===== config.mk =====
export PLATFORM = sky130hd
export DESIGN_NAME = weighted_roulette_sampler_top
export DESIGN_NICKNAME = d
export VERILOG_FILES = /design/src/rtl/wrs_pkg.sv /design/src/rtl/wrs_ram.sv /design/src/rtl/weighted_roulette_sampler_top.sv
export SDC_FILE = /design/constraint.sdc
export NUM_CORES = 2
export LEC_CHECK = 0
export BUFFER_PORTS_ARGS = -buffer_cell sky130_fd_sc_hd__clkbuf_2
export CAP_MARGIN = 40
export CORE_MARGIN = 2
export CORE_UTILIZATION = 51
export CTS_CLUSTER_SIZE = 8
export DETAILED_ROUTE_END_ITERATION = 6
export PLACE_DENSITY_LB_ADDON = 0.1
export SKIP_LAST_GASP = 1
export SYNTH_ARGS = -nofsm -noshare
export SYNTH_HDL_FRONTEND = slang
export SYNTH_HIERARCHICAL = 1
export SYNTH_SLANG_ARGS = --single-unit

===== constraint.sdc =====
create_clock -name clk_i -period 14.2 [get_ports clk_i]
set_input_delay 1.42 -clock clk_i [delete_from_list [all_inputs] [get_ports clk_i]]
set_output_delay 1.42 -clock clk_i [all_outputs]
set_load 0.1 [all_outputs]

===== src/rtl/wrs_pkg.sv =====
// ----------------------------------------------------------------------------
// wrs_pkg: shared types and constants of the weighted roulette sampler
// Request and result structs, register indexes, status codes and the
// fixed field widths.
// ----------------------------------------------------------------------------
package wrs_pkg;

  // fixed field widths
  localparam int SLOT_W   = 6;
  localparam int WEIGHT_W = 17;
  localparam int FRAC_W   = 16;
  localparam int IDX_W    = 6;
  localparam int STATUS_W = 2;
  localparam int CFG_W    = 7;
  localparam int CFG_IDX_W = 1;

  // fraction bits of the random value (the shift of the target product)
  localparam int FRACTION_BITS = 16;

  // weight count holds at most 127 entries of 17 bits
  localparam int SUM_W  = WEIGHT_W + CFG_W;
  localparam int PROD_W = SUM_W + FRAC_W;

  // 1.0 in Q1.16
  localparam logic [SUM_W-1:0] WEIGHT_ONE = SUM_W'(65536);

  // request codes
  localparam logic FUNC_LOAD   = 1'b0;
  localparam logic FUNC_SAMPLE = 1'b1;

  // register indexes
  localparam logic [CFG_IDX_W-1:0] CFG_WEIGHTS_IN_USE = 1'b0;
  localparam logic [CFG_IDX_W-1:0] CFG_SAMPLE_MODE    = 1'b1;

  // sample modes
  localparam logic MODE_SCALE      = 1'b0;
  localparam logic MODE_NORMALIZED = 1'b1;

  // result status codes
  localparam logic [STATUS_W-1:0] ST_OK        = 2'd0;
  localparam logic [STATUS_W-1:0] ST_NOT_ONE   = 2'd1;
  localparam logic [STATUS_W-1:0] ST_NOT_FOUND = 2'd2;

  typedef struct packed {
    logic                func;
    logic [SLOT_W-1:0]   slot;
    logic [WEIGHT_W-1:0] weight;
    logic [FRAC_W-1:0]   rand_fraction;
  } req_t;

  typedef struct packed {
    logic [IDX_W-1:0]    chosen_index;
    logic [STATUS_W-1:0] status;
  } rsp_t;

endpackage


===== src/rtl/wrs_ram.sv =====
// ----------------------------------------------------------------------------
// wrs_ram: generic single-write, single-read memory
// One write port and one read port, read data registered.
// ----------------------------------------------------------------------------
module wrs_ram #(
  parameter int WIDTH = 17,
  parameter int DEPTH = 64
) (
  input  logic                     clk_i,
  input  logic                     we_i,
  input  logic [$clog2(DEPTH)-1:0] waddr_i,
  input  logic [WIDTH-1:0]         wdata_i,
  input  logic [$clog2(DEPTH)-1:0] raddr_i,
  output logic [WIDTH-1:0]         rdata_o
);

  logic [WIDTH-1:0] mem_q [DEPTH];

  // write port
  always_ff @(posedge clk_i) begin
    if (we_i) begin
      mem_q[waddr_i] <= wdata_i;
    end
  end

  // registered read port
  always_ff @(posedge clk_i) begin
    rdata_o <= mem_q[raddr_i];
  end

endmodule


===== src/rtl/weighted_roulette_sampler_top.sv =====
// ----------------------------------------------------------------------------
// weighted_roulette_sampler_top: roulette-wheel selection over stored weights
// A request either loads a Q1.16 weight into a slot or draws one sample.
//
// Usage:
//   A request is taken on a clock edge with start high and busy low.
//   A load request writes the weight memory in that cycle and gives no
//   result; busy stays low, so another request may follow at once.
//   A sample request raises busy. The block reads the first weights_in_use
//   entries (at most MAX_WEIGHTS) once to sum them, multiplies the sum by
//   the random fraction, then reads the entries again, subtracting each
//   weight from the target until one exceeds it. In normalized mode a sum
//   other than one ends the sample with status not-one instead. The result
//   appears on rsp_o for one cycle with done_o high, in the cycle that busy
//   falls; the receiver cannot stall. Both passes stream one memory read per
//   cycle through the single read port; that port sets the rate.
//   Configuration writes are taken any cycle; write them while idle. Reset
//   clears the registers (weights_in_use 1, sample_mode 0) and the control
//   state; weight memory contents are undefined until loaded.
// ----------------------------------------------------------------------------
module weighted_roulette_sampler_top #(
  parameter int MAX_WEIGHTS = 64
) (
  input  logic                                   clk_i,
  input  logic                                   rst_ni,
  input  logic                                   start,
  output logic                                   busy,
  input  wrs_pkg::req_t                          req_i,
  output logic                                   done_o,
  output wrs_pkg::rsp_t                          rsp_o,
  input  logic                                   cfg_we_i,
  input  logic [wrs_pkg::CFG_IDX_W-1:0]          cfg_idx_i,
  input  logic [wrs_pkg::CFG_W-1:0]              cfg_data_i
);

  import wrs_pkg::*;

  localparam int AW = $clog2(MAX_WEIGHTS);
  localparam int CW = $clog2(MAX_WEIGHTS + 1);

  typedef enum logic [1:0] {
    ST_IDLE,
    ST_SUM,
    ST_MUL,
    ST_SRCH
  } state_e;

  state_e                state_q;
  logic                  done_q;
  rsp_t                  rsp_q;
  logic [CW-1:0]         idx_q;
  logic                  rd_vld_q;
  logic [AW-1:0]         didx_q;

  logic [CFG_W-1:0]      wiu_q;
  logic                  mode_q;

  logic [CW-1:0]         n_q;
  logic [FRAC_W-1:0]     frac_q;
  logic [SUM_W-1:0]      sum_q;
  logic [SUM_W-1:0]      target_q;

  logic                  accept;
  logic                  load_we;
  logic                  sample_go;
  logic [CW-1:0]         n_eff;
  logic                  issue;
  logic [WEIGHT_W-1:0]   rdata;
  logic [SUM_W-1:0]      rdata_ext;
  logic                  hit;
  logic                  sum_fail;
  logic [PROD_W-1:0]     prod;

  // request handshake
  assign busy      = (state_q != ST_IDLE);
  assign accept    = start && !busy;
  assign load_we   = accept && (req_i.func == FUNC_LOAD) &&
                     (32'(req_i.slot) < MAX_WEIGHTS);
  assign sample_go = accept && (req_i.func == FUNC_SAMPLE);

  // entry count, saturated to the memory depth
  assign n_eff = (32'(wiu_q) > MAX_WEIGHTS) ? CW'(MAX_WEIGHTS) : CW'(32'(wiu_q));

  // read stream: one address per cycle while entries remain
  assign issue     = ((state_q == ST_SUM) || (state_q == ST_SRCH)) && (idx_q < n_q);
  assign rdata_ext = SUM_W'(rdata);
  assign hit       = rd_vld_q && (target_q < rdata_ext);

  // multiply step
  assign sum_fail = (mode_q == MODE_NORMALIZED) && (sum_q != WEIGHT_ONE);
  assign prod     = PROD_W'(sum_q) * PROD_W'(frac_q);

  // weight memory
  wrs_ram #(
    .WIDTH (WEIGHT_W),
    .DEPTH (MAX_WEIGHTS)
  ) u_weights (
    .clk_i   (clk_i),
    .we_i    (load_we),
    .waddr_i (AW'(req_i.slot)),
    .wdata_i (req_i.weight),
    .raddr_i (idx_q[AW-1:0]),
    .rdata_o (rdata)
  );

  // configuration registers
  always_ff @(posedge clk_i or negedge rst_ni) begin
    if (!rst_ni) begin
      wiu_q  <= CFG_W'(1);
      mode_q <= MODE_SCALE;
    end else if (cfg_we_i) begin
      unique case (cfg_idx_i)
        CFG_WEIGHTS_IN_USE: wiu_q  <= cfg_data_i;
        CFG_SAMPLE_MODE:    mode_q <= cfg_data_i[0];
        default:            ;
      endcase
    end
  end

  // sequencer with registered result
  always_ff @(posedge clk_i or negedge rst_ni) begin
    if (!rst_ni) begin
      state_q  <= ST_IDLE;
      done_q   <= 1'b0;
      rsp_q    <= '0;
      idx_q    <= '0;
      rd_vld_q <= 1'b0;
    end else begin
      done_q   <= 1'b0;
      rd_vld_q <= issue;
      if (issue) begin
        idx_q <= idx_q + CW'(1);
      end
      unique case (state_q)
        ST_IDLE: begin
          if (sample_go) begin
            idx_q    <= '0;
            rd_vld_q <= 1'b0;
            state_q  <= ST_SUM;
          end
        end
        ST_SUM: begin
          // done once nothing is issued and nothing is in flight
          if (!issue && !rd_vld_q) begin
            state_q <= ST_MUL;
          end
        end
        ST_MUL: begin
          idx_q    <= '0;
          rd_vld_q <= 1'b0;
          if (sum_fail) begin
            rsp_q   <= '{chosen_index: '0, status: ST_NOT_ONE};
            done_q  <= 1'b1;
            state_q <= ST_IDLE;
          end else begin
            state_q <= ST_SRCH;
          end
        end
        ST_SRCH: begin
          if (hit) begin
            rsp_q   <= '{chosen_index: IDX_W'(didx_q), status: ST_OK};
            done_q  <= 1'b1;
            state_q <= ST_IDLE;
          end else if (!issue && !rd_vld_q) begin
            rsp_q   <= '{chosen_index: '0, status: ST_NOT_FOUND};
            done_q  <= 1'b1;
            state_q <= ST_IDLE;
          end
        end
        default: state_q <= ST_IDLE;
      endcase
    end
  end

  // datapath registers
  always_ff @(posedge clk_i) begin
    didx_q <= idx_q[AW-1:0];
    if (sample_go) begin
      n_q    <= n_eff;
      frac_q <= req_i.rand_fraction;
      sum_q  <= '0;
    end else if (state_q == ST_SUM && rd_vld_q) begin
      sum_q <= sum_q + rdata_ext;
    end
    if (state_q == ST_MUL) begin
      target_q <= prod[FRACTION_BITS +: SUM_W];
    end else if (state_q == ST_SRCH && rd_vld_q && !hit) begin
      target_q <= target_q - rdata_ext;
    end
  end

  assign done_o = done_q;
  assign rsp_o  = rsp_q;

`ifndef ASSERT_OFF
  // a result ends a busy sample
  a_done_ends_busy: assert property (@(posedge clk_i) disable iff (!rst_ni)
    done_o |-> !busy && $past(busy))
    else $error("result without a preceding sample");

  // failed results carry index zero
  a_fail_index_zero: assert property (@(posedge clk_i) disable iff (!rst_ni)
    (done_o && rsp_o.status != ST_OK) |-> rsp_o.chosen_index == '0)
    else $error("nonzero index on failed sample");

  // the read stream never runs past the entries in use
  a_idx_in_range: assert property (@(posedge clk_i) disable iff (!rst_ni)
    (state_q == ST_SUM || state_q == ST_SRCH) |-> idx_q <= n_q)
    else $error("read index beyond entry count");
`endif

endmodule


==> results.py <==
metrics = {
    "detailed_routing": {
        "avgRoutedWirePerCell_um": 25.41,
        "dr.pass1.iters": 7,
        "first_iter_violations": 3155,
        "drc_errors": 1,
        "vias_per_cell": 5.863,
        "vias": 33350,
        "antenna_left": 0,
        "routed_wl_mm": 144.6,
    },
    "synthesis": {
        "ys_ff_latch": 1209,
        "ys_warn_count": 6,
        "synth_enable_flop_cells": 1135,
        "synth_nets": 4446,
        "synth-seq-area-share": 0.5940,
        "synth_cell_type_count": 82,
        "syn-cell-area_sq_um": 60100,
        "syn_inst": 3937,
        "ys.flop_type": "edfxtp_1",
        "async_flop_share": 0.02233,
        "postSynthAreaPerCell_sq_um": 15.27,
    },
    "die": {
        "io_pins": 62,
        "die_area_sq_um": 120600,
        "dieHeight_um": 347.3,
        "start_util": 0.5158,
        "die_w_um": 347.3,
        "num_rows": 125,
        "core_sq_um": 116500,
    },
    "global_route": {
        "grt_overflow": 0,
        "grt_max_degree": 148,
        "grt_pass1_wl_mm": 220.1,
        "grt_pass1_vias": 34720,
        "antenna_found_initial": 5,
        "grtUsageTotal": 0.2451,
    },
    "clock_network": {
        "cts_buffers": 170,
        "clk_latency_ns": 0.81,
        "htreeDepth": 4,
        "cts_setup_buffers": 0,
        "cts_buffer_depth": 3,
        "cts_sinks": 1209,
        "clock-root-buffer": "clkbuf_16",
        "cts_tree": "done",
        "cts-resized-gates": 0,
        "cts.clk_slew.worst_paths_ns": 0.05,
        "ctsHoldBuffers": 0,
    },
    "status": {
        "violations": "DRC",
        "status": "finished, violations left",
    },
    "worst_setup_path": {
        "cp.depth": 21,
        "crit_path_start_kind": "register",
        "critical_path_class": "register to register",
        "cp-end-kind": "register",
        "required_ns": 14.71,
        "path_buf_inv": 4,
        "r2r_cells": 21,
        "cp_max_fo": 24,
        "path_cells": "and2_1 > fa_1 > inv_1 > fa_1 > fa_1 > inv_1 > fa_1 > fa_1 > inv_1 > fa_1 > inv_1 > ha_1 > a21oi_1 > nand2_1 > a221oi_1 > a311oi_2 > nor2_1 > o21ai_2 > o21a_1 > or3_1 > a31o_1",
        "slowest_delay_ns": 0.75,
        "cp_common_cell": "fa_1",
        "critPathTopFamily": "adder cells",
        "arrival_ns": 7.86,
        "slowest_stage": "edfxtp_1",
    },
    "min_path": {
        "hold_path.class": "register to register",
        "hold_depth": 1,
    },
    "sta": {
        "min_period_ns": 7.352,
        "rsz0062_at_grt": "no",
        "fin_crit_sh": 0.5178,
        "worst_pin_slew_ns": 1.059,
        "hold_viol": 0,
        "fmax_ghz": 0.1360,
        "fin_skew_ns": 0.07404,
        "relSlewSlack": 0.2942,
        "finalSetupViolCount": 0,
        "report.final.slew_viol_count": 0,
        "setup_tns_ns": 0,
    },
    "cells_and_area": {
        "area_growth_syn_to_layout_pct": 12.78,
        "antenna_cells": 0,
        "mostFrequentLayoutCell": "edfxtp_1",
        "nets": 4622,
        "drive_gt1_frac": 0.1659,
        "layout_common_cells": "1135 x edfxtp_1, 390 x inv_1, 343 x nand2_1",
    },
    "place": {
        "place.gp.congestion": 0.8349,
        "dp_hpwl_mm": 92.09,
        "io_buffer_count": 61,
    },
    "flow_run": {
        "max-cap-violations": 0,
    },
}
[final cells by class]
type	instances	area (sq um)
Clock inverter	18	432.9
Timing Repair Buffer	203	1837
Multi-Input combinational cell	2136	22000
Tap cell	1524	1907
Inverter	393	1475
Sequential cell	1209	35710
Clock buffer	205	4417
Fill cell	8993	48740
[flip-flops by register name (all words and copies together) (netlist names), 2 cells and up]
| register | cells |
|---|---|
| idx_q | 7 |
| wiu_q | 7 |
| rsp_o | 8 |
| sum_q | 24 |
| target_q | 24 |
| didx_q | 6 |
| u_weights/rdata_o | 17 |
| u_weights/mem_q | 1088 |
| frac_q | 16 |
| state_q | 2 |
| n_q | 7 |
[synthesized netlist by cell type (all sizes together) (4+ instances only)]
cell type,count,area (sq um)
edfxtp,1135,34080
inv,391,1468
nand2,343,1287
fa,307,6146
mux4,216,4865
and2,157,982.2
nor2,154,578.1
ha,150,1877
mux2i,138,1381
clkbuf,129,488.0
a21oi,88,440.4
buf,70,544.3
a22oi,65,488.0
o21ai,55,282.8
a221oi,47,424.2
dfxtp,47,940.9
nor2b,43,269.0
nand3,42,210.2
a211oi,32,250.2
xnor2,32,280.3
dfrtp,26,650.6
a21o,24,180.2
xor2,23,201.4
mux2,21,236.5
and3,20,125.1
nand4,17,106.4
nor3,17,90.09
o221ai,13,120.1
o21a,12,90.09
and4,11,96.34
a22o,10,87.58
nand2b,10,62.56
nor4,10,62.56
or3,9,56.30
o31ai,8,65.06
o211ai,7,52.55
a311oi,6,58.80
a31o,4,43.80
a31oi,4,25.02
o41ai,4,35.03
[routing by layer]
metal | share of wire | global-route usage
met5 | 0.00030 | 0
met4 | 0.020 | 0.06770
met3 | 0.053 | 0.03484
met2 | 0.50 | 0.4144
met1 | 0.42 | 0.3346
[cell families after synthesis]
family,count (synthesis),share of synthesized area
fa+ha+maj,457,0.1335
mux,375,0.1079
flops,1209,0.5940
xor+xnor,55,0.008015
simple gates,844,0.06714
buf+inv,592,0.04172
compound gates,405,0.04782
[worst paths after layout]
check	slack [ns]	from	endpoint
worst max register to register	6.85	frac_q[4]	target_q[21]
min in group asynchronous	0.71	rst_ni	wiu_q[4]
max in group asynchronous	12.96	rst_ni	idx_q[1]
worst min-delay path	0.45	didx_q[4]	rsp_o[6]
worst min register to register	0.45	didx_q[4]	rsp_o[6]
worst max-delay path	6.85	frac_q[4]	target_q[21]
[per-stage QoR]
step           cells  setup WS [ns]  hold slack, ns  area, sq um    util
2_1_floorplan   3937          7.874          0.4266        60100       -
3_3_place_gp    5418          6.742          0.4315        62150  0.5334
3_5_place_dp    5465          6.847          0.4383        62930  0.5401
4_1_cts         5688          6.821          0.4480        67780  0.5817
5_1_grt         5688          6.512          0.4626        67780  0.5817
6_report        5688          6.848          0.4471        67780  0.5817
Power is not shown: default switching activity piles up to over one toggle a cycle in this logic, so the estimate is an artifact.
